### src/design/pgmp_pkg.sv
// pgmp_pkg: item types, character codes and result codes for the pgm p5 stream parser
// depends on nothing; imported by every module of the parser
package pgmp_pkg;

    typedef struct packed {
        logic [7:0] in_byte;
        logic       is_end;
    } pgmp_in_t;

    typedef struct packed {
        logic [1:0]  kind;
        logic [7:0]  pixel;
        logic [15:0] image_width;
        logic [15:0] image_height;
        logic [2:0]  error_code;
        logic        last_pixel;
    } pgmp_out_t;

    typedef enum logic [1:0] {
        KIND_PIXEL  = 2'd0,
        KIND_HEADER = 2'd1,
        KIND_ERROR  = 2'd2
    } kind_t;

    typedef enum logic [2:0] {
        ERR_MAGIC  = 3'd0,
        ERR_NUMBER = 3'd1,
        ERR_MAXVAL = 3'd2,
        ERR_TRUNC  = 3'd3,
        ERR_LARGE  = 3'd4
    } err_t;

    typedef enum logic [4:0] {
        PH_SKIP    = 5'b00001,
        PH_COMMENT = 5'b00010,
        PH_TOKEN   = 5'b00100,
        PH_PIXELS  = 5'b01000,
        PH_WAIT    = 5'b10000
    } phase_t;

    typedef enum logic [3:0] {
        TOK_MAGIC  = 4'b0001,
        TOK_WIDTH  = 4'b0010,
        TOK_HEIGHT = 4'b0100,
        TOK_MAXVAL = 4'b1000
    } tok_t;

    typedef enum logic [1:0] {
        MG_NONE = 2'd0,
        MG_P    = 2'd1,
        MG_P5   = 2'd2,
        MG_BAD  = 2'd3
    } magic_t;

    typedef enum logic [1:0] {
        WF_NONE   = 2'd0,
        WF_NONPOS = 2'd1,
        WF_LARGE  = 2'd2
    } wfault_t;

    localparam logic [7:0] CH_P     = 8'h50;
    localparam logic [7:0] CH_5     = 8'h35;
    localparam logic [7:0] CH_HASH  = 8'h23;
    localparam logic [7:0] CH_NL    = 8'h0A;
    localparam logic [7:0] CH_TAB   = 8'h09;
    localparam logic [7:0] CH_VT    = 8'h0B;
    localparam logic [7:0] CH_FF    = 8'h0C;
    localparam logic [7:0] CH_CR    = 8'h0D;
    localparam logic [7:0] CH_SP    = 8'h20;
    localparam logic [7:0] CH_PLUS  = 8'h2B;
    localparam logic [7:0] CH_MINUS = 8'h2D;
    localparam logic [7:0] CH_0     = 8'h30;
    localparam logic [7:0] CH_9     = 8'h39;

    localparam logic [31:0] MAXVAL_OK = 32'd255;
    localparam logic [31:0] ACC_GUARD = 32'd214748364;
    localparam logic [31:0] ACC_LIMIT = 32'd2147483648;

    function automatic logic pgm_blank(input logic [7:0] b);
        return (b == CH_SP) || (b == CH_TAB) || (b == CH_NL) ||
               (b == CH_VT) || (b == CH_FF) || (b == CH_CR);
    endfunction

endpackage

### src/design/pgmp_in_reg.sv
// pgmp_in_reg: input register of the parser, holds one accepted item
// depends on pgmp_pkg
module pgmp_in_reg
    import pgmp_pkg::*;
(
    input  logic     aclk,
    input  logic     aresetn,
    input  logic     s_valid,
    output logic     s_ready,
    input  pgmp_in_t s_data,
    input  logic     out_free,
    output logic     fire,
    output pgmp_in_t item
);

    logic     valid_reg;
    logic     valid_next;
    pgmp_in_t item_reg;

    assign fire    = valid_reg && out_free;
    assign s_ready = !valid_reg || out_free;
    assign item    = item_reg;

    always_comb begin
        valid_next = valid_reg;
        if (s_valid && s_ready) begin
            valid_next = 1'b1;
        end else if (fire) begin
            valid_next = 1'b0;
        end
    end

    always_ff @(posedge aclk) begin
        if (!aresetn) begin
            valid_reg <= 1'b0;
        end else begin
            valid_reg <= valid_next;
        end
    end

    always_ff @(posedge aclk) begin
        if (s_valid && s_ready) begin
            item_reg <= s_data;
        end
    end

endmodule

### src/design/pgmp_core.sv
// pgmp_core: parser state and the per-item update logic
// depends on pgmp_pkg; fed by pgmp_in_reg, drives pgmp_out_reg
module pgmp_core
    import pgmp_pkg::*;
#(
    parameter int DIM_BITS = 16
) (
    input  logic      aclk,
    input  logic      aresetn,
    input  logic      fire,
    input  pgmp_in_t  item,
    output logic      res_valid,
    output pgmp_out_t res
);

    localparam int PROD_BITS = 2 * DIM_BITS;

    phase_t                 phase_reg, phase_next;
    tok_t                   tok_reg, tok_next;
    magic_t                 magic_reg, magic_next;
    logic [31:0]            acc_reg, acc_next;
    logic                   neg_reg, neg_next;
    logic                   digit_reg, digit_next;
    logic                   bad_reg, bad_next;
    logic                   started_reg, started_next;
    logic [DIM_BITS-1:0]    width_reg, width_next;
    wfault_t                wf_reg, wf_next;
    logic [DIM_BITS-1:0]    height_reg, height_next;
    logic [PROD_BITS-1:0]   left_reg, left_next;
    logic [PROD_BITS-1:0]   prod_reg;

    logic [7:0]  b;
    logic        b_space;
    logic        b_hash;
    logic        b_digit;
    logic [7:0]  digit;
    logic [31:0] acc_mul;
    logic        num_bad;
    logic        nonpos;
    logic        too_large;
    logic        tok_err_valid;
    err_t        tok_err;
    logic        take;
    logic        end_tok;
    logic        clear_all;
    logic        last;
    logic [15:0] width_ext;
    logic [15:0] height_ext;

    assign b          = item.in_byte;
    assign b_space    = pgm_blank(b);
    assign b_hash     = (b == CH_HASH);
    assign b_digit    = (b >= CH_0) && (b <= CH_9);
    assign digit      = b - CH_0;
    assign acc_mul    = (acc_reg << 3) + (acc_reg << 1) + 32'(digit);
    assign num_bad    = bad_reg || !digit_reg || (!neg_reg && acc_reg[31]);
    assign nonpos     = neg_reg || (acc_reg == 32'd0);
    assign too_large  = (acc_reg >> DIM_BITS) != 32'd0;
    assign width_ext  = 16'(width_reg);
    assign height_ext = 16'(height_reg);
    assign last       = (left_reg >> 1) == '0;

    // evaluation of the token held in the token registers
    always_comb begin
        tok_err_valid = 1'b0;
        tok_err       = ERR_NUMBER;
        case (tok_reg)
            TOK_MAGIC: begin
                if (magic_reg != MG_P5) begin
                    tok_err_valid = 1'b1;
                    tok_err       = ERR_MAGIC;
                end
            end
            TOK_WIDTH: begin
                tok_err_valid = num_bad;
            end
            TOK_HEIGHT: begin
                if (num_bad || nonpos || wf_reg == WF_NONPOS) begin
                    tok_err_valid = 1'b1;
                end else if (too_large || wf_reg == WF_LARGE) begin
                    tok_err_valid = 1'b1;
                    tok_err       = ERR_LARGE;
                end
            end
            TOK_MAXVAL: begin
                if (num_bad) begin
                    tok_err_valid = 1'b1;
                end else if (neg_reg || acc_reg != MAXVAL_OK) begin
                    tok_err_valid = 1'b1;
                    tok_err       = ERR_MAXVAL;
                end
            end
            default: begin
                tok_err_valid = 1'b0;
            end
        endcase
    end

    always_comb begin
        phase_next   = phase_reg;
        tok_next     = tok_reg;
        magic_next   = magic_reg;
        acc_next     = acc_reg;
        neg_next     = neg_reg;
        digit_next   = digit_reg;
        bad_next     = bad_reg;
        started_next = started_reg;
        width_next   = width_reg;
        wf_next      = wf_reg;
        height_next  = height_reg;
        left_next    = left_reg;
        res_valid    = 1'b0;
        res          = '0;
        take         = 1'b0;
        end_tok      = 1'b0;
        clear_all    = 1'b0;

        if (fire) begin
            if (item.is_end) begin
                clear_all = 1'b1;
                case (phase_reg)
                    PH_PIXELS: begin
                        res_valid      = 1'b1;
                        res.kind       = KIND_ERROR;
                        res.error_code = ERR_TRUNC;
                    end
                    PH_WAIT: begin
                        res_valid = 1'b0;
                    end
                    default: begin
                        res_valid = 1'b1;
                        res.kind  = KIND_ERROR;
                        if (tok_err_valid) begin
                            res.error_code = tok_err;
                        end else if (tok_reg == TOK_MAXVAL) begin
                            res.error_code = ERR_TRUNC;
                        end else begin
                            res.error_code = ERR_NUMBER;
                        end
                    end
                endcase
            end else begin
                case (phase_reg)
                    PH_SKIP: begin
                        if (b_hash) begin
                            phase_next = PH_COMMENT;
                        end else if (!b_space) begin
                            phase_next = PH_TOKEN;
                            take       = 1'b1;
                        end
                    end
                    PH_COMMENT: begin
                        if (b == CH_NL) begin
                            phase_next = PH_SKIP;
                        end
                    end
                    PH_TOKEN: begin
                        if (b_space || b_hash) begin
                            end_tok = 1'b1;
                            if (tok_err_valid) begin
                                phase_next     = PH_WAIT;
                                res_valid      = 1'b1;
                                res.kind       = KIND_ERROR;
                                res.error_code = tok_err;
                            end else if (tok_reg == TOK_MAXVAL) begin
                                res_valid = 1'b1;
                                if (!b_space) begin
                                    phase_next     = PH_WAIT;
                                    res.kind       = KIND_ERROR;
                                    res.error_code = ERR_TRUNC;
                                end else begin
                                    phase_next       = PH_PIXELS;
                                    left_next        = prod_reg;
                                    res.kind         = KIND_HEADER;
                                    res.image_width  = width_ext;
                                    res.image_height = height_ext;
                                end
                            end else begin
                                phase_next = b_hash ? PH_COMMENT : PH_SKIP;
                            end
                        end else begin
                            take = 1'b1;
                        end
                    end
                    PH_PIXELS: begin
                        if (left_reg != '0) begin
                            left_next = left_reg - PROD_BITS'(1);
                        end
                        if (last) begin
                            phase_next = PH_WAIT;
                        end
                        res_valid      = 1'b1;
                        res.kind       = KIND_PIXEL;
                        res.pixel      = b;
                        res.last_pixel = last;
                    end
                    default: begin
                        phase_next = phase_reg;
                    end
                endcase
            end
        end

        if (take) begin
            if (tok_reg == TOK_MAGIC) begin
                if (magic_reg == MG_NONE && b == CH_P) begin
                    magic_next = MG_P;
                end else if (magic_reg == MG_P && b == CH_5) begin
                    magic_next = MG_P5;
                end else begin
                    magic_next = MG_BAD;
                end
            end else begin
                if (!started_reg && (b == CH_PLUS || b == CH_MINUS)) begin
                    neg_next = (b == CH_MINUS);
                end else if (b_digit) begin
                    digit_next = 1'b1;
                    if (!bad_reg) begin
                        if (acc_reg > ACC_GUARD) begin
                            bad_next = 1'b1;
                        end else begin
                            acc_next = acc_mul;
                            if (acc_mul > ACC_LIMIT) begin
                                bad_next = 1'b1;
                            end
                        end
                    end
                end else begin
                    bad_next = 1'b1;
                end
                started_next = 1'b1;
            end
        end

        if (end_tok) begin
            if (tok_reg == TOK_WIDTH && !tok_err_valid) begin
                width_next = acc_reg[DIM_BITS-1:0];
                if (nonpos) begin
                    wf_next = WF_NONPOS;
                end else if (too_large) begin
                    wf_next = WF_LARGE;
                end else begin
                    wf_next = WF_NONE;
                end
            end
            if (tok_reg == TOK_HEIGHT && !tok_err_valid) begin
                height_next = acc_reg[DIM_BITS-1:0];
            end
            magic_next   = MG_NONE;
            acc_next     = '0;
            neg_next     = 1'b0;
            digit_next   = 1'b0;
            bad_next     = 1'b0;
            started_next = 1'b0;
            case (tok_reg)
                TOK_MAGIC:  tok_next = TOK_WIDTH;
                TOK_WIDTH:  tok_next = TOK_HEIGHT;
                TOK_HEIGHT: tok_next = TOK_MAXVAL;
                default:    tok_next = TOK_MAGIC;
            endcase
        end

        // end marker: back to the state after reset
        if (clear_all) begin
            phase_next   = PH_SKIP;
            tok_next     = TOK_MAGIC;
            magic_next   = MG_NONE;
            acc_next     = '0;
            neg_next     = 1'b0;
            digit_next   = 1'b0;
            bad_next     = 1'b0;
            started_next = 1'b0;
            width_next   = '0;
            wf_next      = WF_NONE;
            height_next  = '0;
            left_next    = '0;
        end
    end

    always_ff @(posedge aclk) begin
        if (!aresetn) begin
            phase_reg   <= PH_SKIP;
            tok_reg     <= TOK_MAGIC;
            magic_reg   <= MG_NONE;
            acc_reg     <= '0;
            neg_reg     <= 1'b0;
            digit_reg   <= 1'b0;
            bad_reg     <= 1'b0;
            started_reg <= 1'b0;
            width_reg   <= '0;
            wf_reg      <= WF_NONE;
            height_reg  <= '0;
            left_reg    <= '0;
        end else begin
            phase_reg   <= phase_next;
            tok_reg     <= tok_next;
            magic_reg   <= magic_next;
            acc_reg     <= acc_next;
            neg_reg     <= neg_next;
            digit_reg   <= digit_next;
            bad_reg     <= bad_next;
            started_reg <= started_next;
            width_reg   <= width_next;
            wf_reg      <= wf_next;
            height_reg  <= height_next;
            left_reg    <= left_next;
        end
    end

    // pixel count, ready well before the maxval token ends
    always_ff @(posedge aclk) begin
        prod_reg <= PROD_BITS'(width_reg) * PROD_BITS'(height_reg);
    end

endmodule

### src/design/pgmp_out_reg.sv
// pgmp_out_reg: result register of the parser, holds one result item until taken
// depends on pgmp_pkg
module pgmp_out_reg
    import pgmp_pkg::*;
(
    input  logic      aclk,
    input  logic      aresetn,
    input  logic      fire,
    input  logic      res_valid,
    input  pgmp_out_t res,
    output logic      out_free,
    output logic      m_valid,
    input  logic      m_ready,
    output pgmp_out_t m_data
);

    logic      valid_reg;
    logic      valid_next;
    pgmp_out_t data_reg;

    assign out_free = !valid_reg || m_ready;
    assign m_valid  = valid_reg;
    assign m_data   = data_reg;

    always_comb begin
        valid_next = valid_reg;
        if (fire && res_valid) begin
            valid_next = 1'b1;
        end else if (m_ready) begin
            valid_next = 1'b0;
        end
    end

    always_ff @(posedge aclk) begin
        if (!aresetn) begin
            valid_reg <= 1'b0;
        end else begin
            valid_reg <= valid_next;
        end
    end

    always_ff @(posedge aclk) begin
        if (fire && res_valid) begin
            data_reg <= res;
        end
    end

endmodule

### src/design/pgm_p5_stream_parser.sv
// pgm_p5_stream_parser: binary pgm header parser and pixel forwarder, top level
// stages in order: input register, update logic, result register
// throughput: one item per cycle unless a full result register waits on m_ready
// reset: aresetn clears both valid flags and all parser state; an end marker
// item returns the parser to the same state
// depends on pgmp_pkg, pgmp_in_reg, pgmp_core, pgmp_out_reg
module pgm_p5_stream_parser
    import pgmp_pkg::*;
#(
    parameter int DIM_BITS = 16
) (
    input  logic      aclk,
    input  logic      aresetn,
    input  logic      s_valid,
    output logic      s_ready,
    input  pgmp_in_t  s_data,
    output logic      m_valid,
    input  logic      m_ready,
    output pgmp_out_t m_data
);

    logic      out_free;
    logic      fire;
    pgmp_in_t  item;
    logic      res_valid;
    pgmp_out_t res;

    pgmp_in_reg u_in_reg (
        .aclk     (aclk),
        .aresetn  (aresetn),
        .s_valid  (s_valid),
        .s_ready  (s_ready),
        .s_data   (s_data),
        .out_free (out_free),
        .fire     (fire),
        .item     (item)
    );

    pgmp_core #(
        .DIM_BITS (DIM_BITS)
    ) u_core (
        .aclk      (aclk),
        .aresetn   (aresetn),
        .fire      (fire),
        .item      (item),
        .res_valid (res_valid),
        .res       (res)
    );

    pgmp_out_reg u_out_reg (
        .aclk      (aclk),
        .aresetn   (aresetn),
        .fire      (fire),
        .res_valid (res_valid),
        .res       (res),
        .out_free  (out_free),
        .m_valid   (m_valid),
        .m_ready   (m_ready),
        .m_data    (m_data)
    );

`ifndef ASSERT_OFF
    a_err_code_range: assert property (@(posedge aclk) disable iff (!aresetn)
        (m_valid && m_data.kind == KIND_ERROR) |-> (m_data.error_code <= ERR_LARGE))
        else $error("error item with undefined code");

    a_header_dims: assert property (@(posedge aclk) disable iff (!aresetn)
        (m_valid && m_data.kind == KIND_HEADER && DIM_BITS <= 16) |->
        (m_data.image_width != 16'd0 && m_data.image_height != 16'd0))
        else $error("header item with zero size");

    a_last_only_pixel: assert property (@(posedge aclk) disable iff (!aresetn)
        (m_valid && m_data.kind != KIND_PIXEL) |->
        (!m_data.last_pixel && m_data.pixel == 8'd0))
        else $error("pixel fields set on a non-pixel item");
`endif

endmodule
### config.mk
export PLATFORM = sky130hd
export DESIGN_NAME = pgm_p5_stream_parser
export DESIGN_NICKNAME = d
export VERILOG_FILES = /design/src/design/pgmp_pkg.sv /design/src/design/pgmp_in_reg.sv /design/src/design/pgmp_core.sv /design/src/design/pgmp_out_reg.sv /design/src/design/pgm_p5_stream_parser.sv
export SDC_FILE = /design/constraint.sdc
export NUM_CORES = 1
export LEC_CHECK = 0
export BUFFER_PORTS_ARGS = -buffer_cell sky130_fd_sc_hd__buf_2
export CORE_UTILIZATION = 65
export CTS_CLUSTER_DIAMETER = 120
export CTS_CLUSTER_SIZE = 30
export DETAILED_ROUTE_END_ITERATION = 8
export PLACE_DENSITY = 0.95
export SLEW_MARGIN = 10
export SYNTH_ARGS = -nofsm -noshare
export SYNTH_HDL_FRONTEND = slang
export SYNTH_SLANG_ARGS = --single-unit
### constraint.sdc
create_clock -name aclk -period 7.7 [get_ports aclk]
set_clock_uncertainty 0.05 [all_clocks]
set_input_delay 1.155 -clock aclk [delete_from_list [all_inputs] [get_ports aclk]]
set_output_delay 1.155 -clock aclk [all_outputs]
set_load 0.01 [all_outputs]
==> flow_metrics.tcl <==
set metrics [dict create \
    number_of_flops_mapped_to_enable_cells_by_yosys 55 \
    synthArstFlopShare 0 \
    grt_usage 0.342 \
    total_number_of_nets_in_the_final_design 2448 \
    initialDrtViolationCount 1920 \
    internal_reg_to_reg_setup_slack_ns 0.51 \
    max_flop_register "u_out_reg.m_data" \
    cts.root.buffer_cell "clkbuf_16" \
    aggregate_negative_setup_slack_ns 0 \
    hold-worst-slack_ns 0.433 \
    ys_seq_elements 202 \
    finalCritPeriodShare 0.933 \
    final-hold-violation-count 0 \
    top_level_ports 61 \
    cts_hold_repair.buffers 0 \
    fin_total_pwr_mw 1.86 \
    top_cells_by_area_synth "fa_1 (21%), dfxtp_1 (16%), ha_1 (11%)" \
    vias 15400 \
    worstPathArrival_ns 7.54 \
    grt_start_max_net_pins 44 \
    synth_top_cells_by_count "inv_1 (271), nand2_1 (218), fa_1 (200)" \
    period_minus_slack_ns 7.19 \
    area_delta_synth_final_pct 5.24 \
    post-cts-setup-buffer-count 0 \
    synthesis.area_per_instance_sq_um 9.08 \
    max_slew.worst_pin.slew_ns 1.23 \
    die_area_sq_um 29500 \
    power.ir.vdd_worst_uv 127 \
    clk_latency_ns 0.50 \
    clk_transition_reported_paths_ns 0.12 \
    first_pass_grt_wire_length_mm 79.2 \
    path_max_fanout 18 \
    rows 61 \
    path_class "reg -> reg" \
    pwr-share-clk 0.374 \
    share_of_post_route_cells_with_drive_strength_above_1 0.0631 \
    n_fill_cell 1941 \
    grt_antenna_before_repair 0 \
    total_power_per_unit_cell_area_nw_per_um2 94.4 \
    fin_area_sq_um 19700 \
    power.share.switching 0.240 \
    synth-seq-area-share 0.246 \
    timing.hold.worst.class "reg -> reg" \
    power_frac_comb 0.033 \
    globalRouteOverflowTotal 0 \
    totalWireLength_mm 48.4 \
    fmaxAchievable_mhz 139 \
    seq_power_share 0.593 \
    drtPass1Iterations 7 \
    grt_pass1_vias 15300 \
    yosysWarningCount 0 \
    power.switching_uw 446 \
    number_of_max_capacitance_violations_reported 0 \
    post-route-util 0.701 \
    cell_area_after_placement_sq_um 19300 \
    initial_core_util 0.666 \
    outcome "finished clean" \
    chipHeight_um 172 \
    synth_largest_area_cell "fa_1" \
    synth-main-ff-cell "dfxtp_1" \
    post_synth_num_cell_types 74 \
    largest_register_ff_count 46 \
    slew-limit-headroom 0.177 \
    unrepaired_setup_endpoints_after_global_routing "no" \
    power.static_leakage_nw 9.41 \
    syn-instance-count 2061 \
    cts-resized-gates 0 \
    drc 0 \
    postRouteAntennaNets 0 \
    drv_slew 0 \
    longest_clk_path_bufs 3 \
    synth_most_common_cell "inv_1" \
    floorplan.die.width_um 172 \
    floorplan.core_area_sq_um 28100 \
    cts_tree "yes" \
    antenna_diode_count 0 \
    syn-cell-area_sq_um 18700 \
    post_drt_wl_per_cell_um 19.7 \
    detail_route.vias_per_cell 6.28 \
    intPower_mw 1.41 \
    end_kind "flop" \
    worst_setup_path_start_kind "flop" \
    setup_viol 0 \
    io_buffers 60 \
    clock-sinks 202 \
    synth_largest_type_area_fraction 0.214 \
    ctsHtreeMaxLevel 1 \
    hpwl_reported_at_the_end_of_detailed_placement_mm 36.2 \
    numCtsBuffers 11 \
    cp_required_ns 8.06 \
    routabilityCongestion 0.984 \
    synthesis.nets 2437 \
]
critical path, cell delays in order (launching register included):
cell and delay (ns):
dfxtp_1 0.86, nand2_1 0.18, fa_1 0.58, inv_1 0.07
fa_1 0.50, fa_1 0.62, fa_1 0.45, fa_1 0.49
inv_1 0.05, fa_1 0.47, inv_1 0.04, ha_1 0.39
nand4_1 0.16, or2_2 0.30, o221ai_1 0.31, nor3b_1 0.14
o31ai_1 0.77, a21oi_1 0.24, o21ai_0 0.27, xnor2_1 0.15
final timing paths:
kind / cells past startpoint / startpoint / endpoint
setup / recovery: 19 / u_core.height_ext[7] / u_core.prod_reg[28]
setup reg to reg: 19 / u_core.height_ext[7] / u_core.prod_reg[28]
hold reg to reg: 2 / u_core.started_reg / u_core.started_reg
hold / removal: 2 / u_core.started_reg / u_core.started_reg
stage by stage:
stage / instances / worst slack, ns
floorplan: 2061 / 1.54
global placement: 2437 / 1.07
detailed placement: 2437 / 0.801
CTS: 2454 / 0.698
global route: 2454 / 0.287
finish: 2454 / 0.515
logic make-up after synthesis:
kind of cell / synth area share
compound gates: 0.111
flops: 0.246
xor+xnor: 0.0286
simple gates: 0.183
mux: 0.0359
fa+ha+maj: 0.324
buf+inv: 0.0724
layer usage:
metal | up-vias | part of all wire | track usage
li1 | 6863 | - | -
met1 | 7384 | 0.40 | 0.455
met2 | 968 | 0.45 | 0.545
met3 | 186 | 0.11 | 0.0690
met4 | 0 | 0.044 | 0.141
met5 | - | 0 | 0
layout by cell type (no fill, tap or decap), types with 41 or more instances in the layout:
cell type,count
a21oi_1,98
nor2_1,136
dfxtp_1,147
inv_1,271
edfxtp_1,55
xnor2_1,41
mux2i_1,66
nand2_1,217
ha_1,163
and2_1,157
fa_1,200
o21ai_0,73
buf_2,60
layout make-up:
type	instances	area, sq um	share of cell area
clock buffer	15	312	0.0158
multi-input combinational	1502	12800	0.649
sequential	202	4590	0.233
clock inverter	2	36.3	0.00184
tap	378	473	0.0240
inverter	271	1020	0.0517
timing repair buffer	84	480	0.0244
power groups by stage:
stage	combinational, mW	clock [mW]	sequential [mW]
after floorplan	0.0412	0	1.12
after global placement	0.0574	0	1.13
after detailed placement	0.0599	0	1.13
after CTS	0.0602	0.692	1.10
after global routing	0.0668	0.734	1.10
final	0.0620	0.695	1.10
No activity file was read; power rests on OpenSTA's default activity.
